**src/rtl/bbbc_pkg.sv**
```systemverilog
// ----------------------------------------------------------------------------
// bbbc_pkg
// Shared types and constants of the bounding box blob clusterer.
// ----------------------------------------------------------------------------
package bbbc_pkg;
    localparam int NUM_SLOTS_DEF = 16;
    localparam logic MODE_ADD   = 1'b0;
    localparam logic MODE_CLEAR = 1'b1;

    typedef struct packed {
        logic mode;
        logic [7:0] col;
        logic [7:0] row;
        logic signed [15:0] real_x;
        logic signed [15:0] real_y;
    } t_item;

    typedef struct packed {
        logic [3:0]  slot;
        logic        table_full;
        logic [3:0]  merges;
        logic [4:0]  active_count;
        logic        largest_valid;
        logic [3:0]  largest_slot;
        logic [15:0] largest_area;
    } t_result;

    // controller to datapath
    typedef struct packed {
        logic load;
        logic clear;
        logic scan;
        logic place;
        logic report;
    } t_cmd;

    // datapath to controller
    typedef struct packed {
        logic scan_done;
        logic report_done;
    } t_status;
endpackage

```
**src/rtl/bbbc_ctrl.sv**
```systemverilog
// ----------------------------------------------------------------------------
// bbbc_ctrl
// Sequencer: load, scan slots, place new blob, report pass, hand result out (clear items skip scan and place).
// ----------------------------------------------------------------------------
module bbbc_ctrl (
    input  logic              i_clk,
    input  logic              i_rst_n,
    input  logic              i_in_valid,
    output logic              o_in_ready,
    output logic              o_out_valid,
    input  logic              i_out_ready,
    input  logic              i_mode,
    output bbbc_pkg::t_cmd    o_cmd,
    input  bbbc_pkg::t_status i_status
);
    localparam logic [2:0] S_IDLE  = 3'd0;
    localparam logic [2:0] S_SCAN  = 3'd1;
    localparam logic [2:0] S_PLACE = 3'd2;
    localparam logic [2:0] S_REP   = 3'd3;
    localparam logic [2:0] S_OUT   = 3'd4;

    logic [2:0] r_state, n_state;
    logic       accept;

    assign accept      = i_in_valid && o_in_ready;
    assign o_in_ready  = (r_state == S_IDLE);
    assign o_out_valid = (r_state == S_OUT);

    always_comb begin
        o_cmd        = '0;
        o_cmd.load   = accept;
        o_cmd.clear  = accept && (i_mode == bbbc_pkg::MODE_CLEAR);
        o_cmd.scan   = (r_state == S_SCAN);
        o_cmd.place  = (r_state == S_PLACE);
        o_cmd.report = (r_state == S_REP);
        n_state = r_state;
        unique case (r_state)
            S_IDLE:  if (accept) n_state = (i_mode == bbbc_pkg::MODE_CLEAR) ? S_REP : S_SCAN;
            S_SCAN:  if (i_status.scan_done) n_state = S_PLACE;
            S_PLACE: n_state = S_REP;
            S_REP:   if (i_status.report_done) n_state = S_OUT;
            S_OUT:   if (i_out_ready) n_state = S_IDLE;
            default: n_state = S_IDLE;
        endcase
    end

    always_ff @(posedge i_clk) begin
        if (!i_rst_n) r_state <= S_IDLE;
        else          r_state <= n_state;
    end
endmodule

```
**src/rtl/bbbc_datapath.sv**
```systemverilog
// ----------------------------------------------------------------------------
// bbbc_datapath
// Slot table and one-slot-per-cycle match, merge and report engine.
// ----------------------------------------------------------------------------
module bbbc_datapath #(
    parameter int NUM_SLOTS = bbbc_pkg::NUM_SLOTS_DEF
) (
    input  logic              i_clk,
    input  logic              i_rst_n,
    input  bbbc_pkg::t_cmd    i_cmd,
    input  bbbc_pkg::t_item   i_item,
    output bbbc_pkg::t_status o_status,
    output bbbc_pkg::t_result o_result
);
    localparam int IW = $clog2(NUM_SLOTS);

    logic [7:0]  r_left [NUM_SLOTS];
    logic [7:0]  r_right[NUM_SLOTS];
    logic [7:0]  r_lower[NUM_SLOTS];
    logic [7:0]  r_upper[NUM_SLOTS];
    logic [15:0] r_cnt  [NUM_SLOTS];
    logic signed [15:0] r_mnx[NUM_SLOTS];
    logic signed [15:0] r_mxx[NUM_SLOTS];
    logic signed [15:0] r_mny[NUM_SLOTS];
    logic signed [15:0] r_mxy[NUM_SLOTS];

    bbbc_pkg::t_item r_item;
    logic [IW-1:0] r_idx, r_first, r_free;
    logic          r_found, r_has_free, r_full;
    logic [3:0]    r_merges;
    logic [4:0]    r_active;
    logic          r_bvalid;
    logic [IW-1:0] r_bslot;
    logic [16:0]   r_barea;

    logic        hit, last;
    logic [8:0]  w, h;
    logic [17:0] area;
    logic [16:0] csum;

    assign last = (r_idx == IW'(NUM_SLOTS - 1));
    assign hit  = (r_cnt[r_idx] != 16'd0)
        && ({1'b0, r_item.col} + 9'd1 >= {1'b0, r_left[r_idx]})
        && ({1'b0, r_item.col} <= {1'b0, r_right[r_idx]} + 9'd1)
        && ({1'b0, r_item.row} + 9'd1 >= {1'b0, r_lower[r_idx]})
        && ({1'b0, r_item.row} <= {1'b0, r_upper[r_idx]} + 9'd1);
    assign w    = {1'b0, r_right[r_idx]} - {1'b0, r_left[r_idx]} + 9'd1;
    assign h    = {1'b0, r_upper[r_idx]} - {1'b0, r_lower[r_idx]} + 9'd1;
    assign area = w * h;
    assign csum = {1'b0, r_cnt[r_first]} + {1'b0, r_cnt[r_idx]};

    assign o_status.scan_done   = i_cmd.scan && last;
    assign o_status.report_done = i_cmd.report && last;

    always_ff @(posedge i_clk) begin
        if (!i_rst_n) begin
            for (int i = 0; i < NUM_SLOTS; i++) begin
                r_left[i] <= '0; r_right[i] <= '0; r_lower[i] <= '0;
                r_upper[i] <= '0; r_cnt[i] <= '0;
            end
            r_idx <= '0;
        end else if (i_cmd.load) begin
            r_item     <= i_item;
            r_idx      <= '0;
            r_found    <= 1'b0;
            r_has_free <= 1'b0;
            r_first    <= '0;
            r_free     <= '0;
            r_full     <= 1'b0;
            r_merges   <= '0;
            r_active   <= '0;
            r_bvalid   <= 1'b0;
            r_bslot    <= '0;
            r_barea    <= '0;
            if (i_cmd.clear) begin
                for (int i = 0; i < NUM_SLOTS; i++) begin
                    r_left[i] <= '0; r_right[i] <= '0; r_lower[i] <= '0;
                    r_upper[i] <= '0; r_cnt[i] <= '0;
                end
            end
        end else if (i_cmd.scan) begin
            r_idx <= last ? '0 : r_idx + IW'(1);
            if (r_cnt[r_idx] == 16'd0 && !r_has_free) begin
                r_has_free <= 1'b1;
                r_free     <= r_idx;
            end
            if (hit && !r_found) begin
                r_found <= 1'b1;
                r_first <= r_idx;
                if (r_item.col < r_left[r_idx])  r_left[r_idx]  <= r_item.col;
                if (r_item.col > r_right[r_idx]) r_right[r_idx] <= r_item.col;
                if (r_item.row < r_lower[r_idx]) r_lower[r_idx] <= r_item.row;
                if (r_item.row > r_upper[r_idx]) r_upper[r_idx] <= r_item.row;
                if (r_item.real_x < r_mnx[r_idx]) r_mnx[r_idx] <= r_item.real_x;
                if (r_item.real_x > r_mxx[r_idx]) r_mxx[r_idx] <= r_item.real_x;
                if (r_item.real_y < r_mny[r_idx]) r_mny[r_idx] <= r_item.real_y;
                if (r_item.real_y > r_mxy[r_idx]) r_mxy[r_idx] <= r_item.real_y;
                if (r_cnt[r_idx] != 16'hFFFF) r_cnt[r_idx] <= r_cnt[r_idx] + 16'd1;
            end else if (hit) begin
                if (r_left[r_idx] < r_left[r_first])   r_left[r_first]  <= r_left[r_idx];
                if (r_right[r_idx] > r_right[r_first]) r_right[r_first] <= r_right[r_idx];
                if (r_lower[r_idx] < r_lower[r_first]) r_lower[r_first] <= r_lower[r_idx];
                if (r_upper[r_idx] > r_upper[r_first]) r_upper[r_first] <= r_upper[r_idx];
                if (r_mnx[r_idx] < r_mnx[r_first]) r_mnx[r_first] <= r_mnx[r_idx];
                if (r_mxx[r_idx] > r_mxx[r_first]) r_mxx[r_first] <= r_mxx[r_idx];
                if (r_mny[r_idx] < r_mny[r_first]) r_mny[r_first] <= r_mny[r_idx];
                if (r_mxy[r_idx] > r_mxy[r_first]) r_mxy[r_first] <= r_mxy[r_idx];
                r_cnt[r_first] <= csum[16] ? 16'hFFFF : csum[15:0];
                r_left[r_idx] <= '0; r_right[r_idx] <= '0; r_lower[r_idx] <= '0;
                r_upper[r_idx] <= '0; r_cnt[r_idx] <= '0;
                if (r_merges != 4'd15) r_merges <= r_merges + 4'd1;
                // freed slot is later than any free one seen so far
                if (!r_has_free) begin
                    r_has_free <= 1'b1;
                    r_free     <= r_idx;
                end
            end
        end else if (i_cmd.place) begin
            if (!r_found) begin
                if (r_has_free) begin
                    r_first <= r_free;
                    r_left[r_free] <= r_item.col;  r_right[r_free] <= r_item.col;
                    r_lower[r_free] <= r_item.row; r_upper[r_free] <= r_item.row;
                    r_mnx[r_free] <= r_item.real_x; r_mxx[r_free] <= r_item.real_x;
                    r_mny[r_free] <= r_item.real_y; r_mxy[r_free] <= r_item.real_y;
                    r_cnt[r_free] <= 16'd1;
                end else begin
                    r_full <= 1'b1;
                end
            end
        end else if (i_cmd.report) begin
            r_idx <= last ? '0 : r_idx + IW'(1);
            if (r_cnt[r_idx] != 16'd0) begin
                if (r_active != 5'd31) r_active <= r_active + 5'd1;
                if ({1'b0, area[16:0]} > {1'b0, r_barea} || area[17]) begin
                    if (area[17:0] > {1'b0, r_barea}) begin
                        r_barea  <= area[16:0];
                        r_bslot  <= r_idx;
                        r_bvalid <= 1'b1;
                    end
                end
            end
        end
    end

    always_comb begin
        o_result               = '0;
        o_result.slot          = 4'(r_full ? '0 : r_first);
        o_result.table_full    = r_full;
        o_result.merges        = r_merges;
        o_result.active_count  = r_active;
        o_result.largest_valid = r_bvalid;
        o_result.largest_slot  = 4'(r_bslot);
        o_result.largest_area  = r_barea[16] ? 16'hFFFF : r_barea[15:0];
    end
endmodule

```
**src/rtl/bounding_box_blob_clusterer_unit.sv**
```systemverilog
// ----------------------------------------------------------------------------
// bounding_box_blob_clusterer_unit
// Online blob clustering over a table of grid bounding boxes.
// ----------------------------------------------------------------------------
// Add item: load, scan of every slot, place, report pass, then result;
// clear item: load, report pass, then result. One slot read per cycle sets the rate.
// One item at a time; next accept once the result is taken.
// Synchronous active-low reset frees all slots.
module bounding_box_blob_clusterer_unit #(
    parameter int NUM_SLOTS = bbbc_pkg::NUM_SLOTS_DEF
) (
    input  logic        i_clk,
    input  logic        i_rst_n,
    input  logic        s_axis_tvalid,
    output logic        s_axis_tready,
    input  logic [47:0] s_axis_tdata,  // col, row, real_x, real_y
    input  logic        s_axis_tuser,  // mode
    output logic        m_axis_tvalid,
    input  logic        m_axis_tready,
    output logic [39:0] m_axis_tdata   // slot, table_full, merges, active_count,
                                       // largest_valid, largest_slot, largest_area
);
    bbbc_pkg::t_cmd    cmd;
    bbbc_pkg::t_status status;
    bbbc_pkg::t_item   item;
    bbbc_pkg::t_result res;

    assign item.mode   = s_axis_tuser;
    assign item.col    = s_axis_tdata[7:0];
    assign item.row    = s_axis_tdata[15:8];
    assign item.real_x = s_axis_tdata[31:16];
    assign item.real_y = s_axis_tdata[47:32];

    bbbc_ctrl u_ctrl (
        .i_clk(i_clk), .i_rst_n(i_rst_n),
        .i_in_valid(s_axis_tvalid), .o_in_ready(s_axis_tready),
        .o_out_valid(m_axis_tvalid), .i_out_ready(m_axis_tready),
        .i_mode(s_axis_tuser), .o_cmd(cmd), .i_status(status)
    );

    bbbc_datapath #(.NUM_SLOTS(NUM_SLOTS)) u_dp (
        .i_clk(i_clk), .i_rst_n(i_rst_n), .i_cmd(cmd), .i_item(item),
        .o_status(status), .o_result(res)
    );

    assign m_axis_tdata = {5'd0, res.largest_area, res.largest_slot, res.largest_valid,
                           res.active_count, res.merges, res.table_full, res.slot};
endmodule

```
**config.mk**
```make
export PLATFORM = sky130hd
export DESIGN_NAME = bounding_box_blob_clusterer_unit
export DESIGN_NICKNAME = d
export VERILOG_FILES = /design/src/rtl/bbbc_pkg.sv /design/src/rtl/bbbc_ctrl.sv /design/src/rtl/bbbc_datapath.sv /design/src/rtl/bounding_box_blob_clusterer_unit.sv
export SDC_FILE = /design/constraint.sdc
export NUM_CORES = 2
export LEC_CHECK = 0
export ABC_AREA = 0
export BUFFER_PORTS_ARGS = -buffer_cell sky130_fd_sc_hd__buf_2
export CAP_MARGIN = 20
export CELL_PAD_IN_SITES_DETAIL_PLACEMENT = 1
export CELL_PAD_IN_SITES_GLOBAL_PLACEMENT = 2
export CORE_MARGIN = 3
export CORE_UTILIZATION = 35
export CTS_CLUSTER_DIAMETER = 100
export DETAILED_ROUTE_END_ITERATION = 12
export GPL_TIMING_DRIVEN = 0
export PLACE_DENSITY_LB_ADDON = 0.1
export SYNTH_ARGS = -nofsm -noshare
export SYNTH_HDL_FRONTEND = slang
export SYNTH_HIERARCHICAL = 1
export SYNTH_SLANG_ARGS = --single-unit
```
**constraint.sdc**
```tcl
create_clock -name i_clk -period 35 [get_ports i_clk]
set_input_delay 3.5 -clock i_clk [delete_from_list [all_inputs] [get_ports i_clk]]
set_output_delay 3.5 -clock i_clk [all_outputs]
set_load 0.005 [all_outputs]
```
==> impl_metrics.ini <==
[outcome]
status = completed

[floorplanning]
fp.dieArea_sq_mm = 0.1566
die_w_um = 395.7
dieHeight_um = 395.7
rows = 142
core_sq_mm = 0.1503
ioPinCount = 95
start_util = 0.3537

[detailed_routing]
drt_iter0_drc = 6615
drtPass1Iterations = 6
route.met2.wl_um = 118400
wirelength_um = 276000
wl_per_cell_um = 42.86
drt-vias-per-instance = 6.884
drt-met1-wl_um = 105100
dr_wl_met3_um = 33360
vias = 44340
drc = 0
highest_layer = met5
ant_nets = 0

[clock_network]
htree_levels = 3
tritoncts = yes
root_buffer = clkbuf_16
cts_setup_buffers = 0
cts_hold_buf = 0
cts.clk_slew.worst_paths_ps = 60
cts_buffer_depth = 3
cts_made_buffers = 107
insertion_delay_ps = 780
ctsResizeCount = 0
cts.sinks = 841

[worst_setup_path]
r2r_cells = 46
cp-end-kind = flop
crit_fanout = 12
critPathRequiredTime_ps = 35430
max_stage_delay_ps = 990
cp_common_cell = inv_1
startpoint_type = flop
cp.arrival_ps = 14700
slowest_stage = clkbuf_1
crit_type = flop to flop

[timing]
slew_viol_final = 0
report.final.setup_viol = 0
skew_ps = 79.72
post-route-period-util = 0.4075
tns_ps = 0
hold_violations = 0
rsz0062_at_grt = no
max_freq_mhz = 70.11
period_needed_ps = 14260
worst_pin_slew_ps = 1339
slew_headroom = 0.1047

[synthesis]
synth_ff_type = edfxtp_1
yosysTopAreaCellShare = 0.4666
synthCells = 4011
async_flop_share = 0
synth_area_sq_mm = 0.05316
synth_warnings = 6
ys_ff_latch = 841
seq_area_frac_synth = 0.4722
synth.area.top_cells = edfxtp_1 (47%), mux4_2 (19%), o22ai_1 (8.7%)
synth_edf_count = 826
avgSynthCellArea_sq_um = 13.25
synth_cell_types = 86
synth_largest_area_cell = edfxtp_1

[global_routing]
grt_pass1_vias = 44160
grt_max_degree = 17
antenna_found_initial = 8
grt_use_total = 0.3443
grt_pass1_wl_um = 369800
gr-total-overflow = 0

[finish]
layout_common_cells = edfxtp_1 (826), o22ai_1 (739), mux4_2 (446), clkbuf_1 (271), ha_1 (207)
drive_above_1_share = 0.2346
final_common_cell = edfxtp_1
area_growth_syn_to_layout_pct = 15.63
layout.nets = 4644
finalInstanceArea_sq_mm = 0.06147

[placement]
hpwl_um = 201100
io_buffers = 57
place_congestion = 0.9382
placed_cell_area_sq_mm = 0.05777

[pwr]
ir_worst_vdd_mv = 0.2294
powerDensity_mw_per_mm2 = 87.51
power_mw = 5.380
p_leak_nw = 20.76

[min_path]
min_path_type = flop to flop
hold-path-cell-count = 3

[job]
max-cap-violations = 0
## sequential cells by signal (all words and copies together), names as in the netlist, 3 cells and up, named ones only
name            cells
u_dp/r_merges       4
u_dp/r_item        16
u_dp/r_right      128
u_ctrl/r_state      3
u_dp/r_lower      128
u_dp/r_left       128
u_dp/r_cnt        256
u_dp/r_first        4
u_dp/r_free         4
u_dp/r_active       5
u_dp/r_idx          4
u_dp/r_upper      128
u_dp/r_barea       17
u_dp/r_bslot        4
## worst max-delay path: cells and delay by family, from the launching register on
family                     cells  cell delay (ps)
AOI/OAI and AO/OA             12             2480
DFF                            1              540
and+or+nand+nor                7             1080
buffers and inverters         14             4480
muxes                          2             1150
adders and majority gates      9             3660
xor gates and xnor gates       2              470
## synth_stat cells (all sizes together) (53+ instances only)
master  instances
nand2         206
a21oi          60
fa             53
o22ai         739
nand3          66
o221ai         65
inv           182
ha            207
buf           167
mux4          451
nor2          123
xnor2          61
edfxtp        826
clkbuf        262
## power breakdown
part / internal, mW / switching (mW) / total (mW) / leakage (nW)
combinational: 1.26 / 1.71 / 2.97 / 10.4
clock: 0.654 / 0.477 / 1.13 / 1.69
sequential: 1.25 / 0.0303 / 1.28 / 8.63
## cell families (layout without fill, tap and decap cells)
| family | Yosys count | in the layout | share of synthesized area |
|---|---|---|---|
| AO/OA/AOI/OAI | 1098 | 1098 | 0.1371 |
| flip-flops | 841 | 841 | 0.4722 |
| AND/OR/NAND/NOR | 640 | 640 | 0.06218 |
| buffers and inverters | 611 | 1017 | 0.04976 |
| multiplexers | 471 | 471 | 0.1953 |
| adder cells (fa/ha/maj) | 260 | 260 | 0.06868 |
| XOR/XNOR | 89 | 89 | 0.01466 |
| other | 1 | 9 | 0.00007054 |
## worst paths after layout
path                           from           endpoint  slack, ps
setup / recovery               flop   u_dp/r_barea[12]      20740
hold / removal    u_ctrl/r_state[0]  u_ctrl/r_state[2]        600
setup reg to reg               flop   u_dp/r_barea[12]      20740
hold reg to reg   u_ctrl/r_state[0]  u_ctrl/r_state[2]        600
## layout make-up
type / count / area (sq um)
diodes: 4 / 10.01
plain buffers: 429 / 1999
multi-input cells: 2563 / 25660
clock buffers: 131 / 2789
well taps: 2016 / 2522
fillers: 15650 / 88840
repair buffers: 207 / 2001
flip-flops and latches: 841 / 25100
clock inverters: 68 / 705.7
inverters: 182 / 683.2
## per-layer routing
| layer | vias up | global-route usage |
|---|---|---|
| met5 | - | 0.008313 |
| met1 | 23110 | 0.4471 |
| met2 | 3189 | 0.5082 |
| met4 | 10 | 0.2012 |
| li1 | 17170 | - |
| met3 | 863 | 0.1041 |
## through the flow
stage / setup slack, ps / utilization / instances / hold slack, ps
3_5_place_dp: 20880 / 0.3843 / 6220 / 600.1
4_1_cts: 20850 / 0.4076 / 6419 / 612.3
5_1_grt: 20140 / 0.4089 / 6437 / 649.6
3_3_place_gp: 19630 / 0.3725 / 6088 / 588.4
2_1_floorplan: 23980 / - / 4015 / 521.4
6_report: 20740 / 0.4090 / 6441 / 604.2
(Power assumes the default switching activity.)
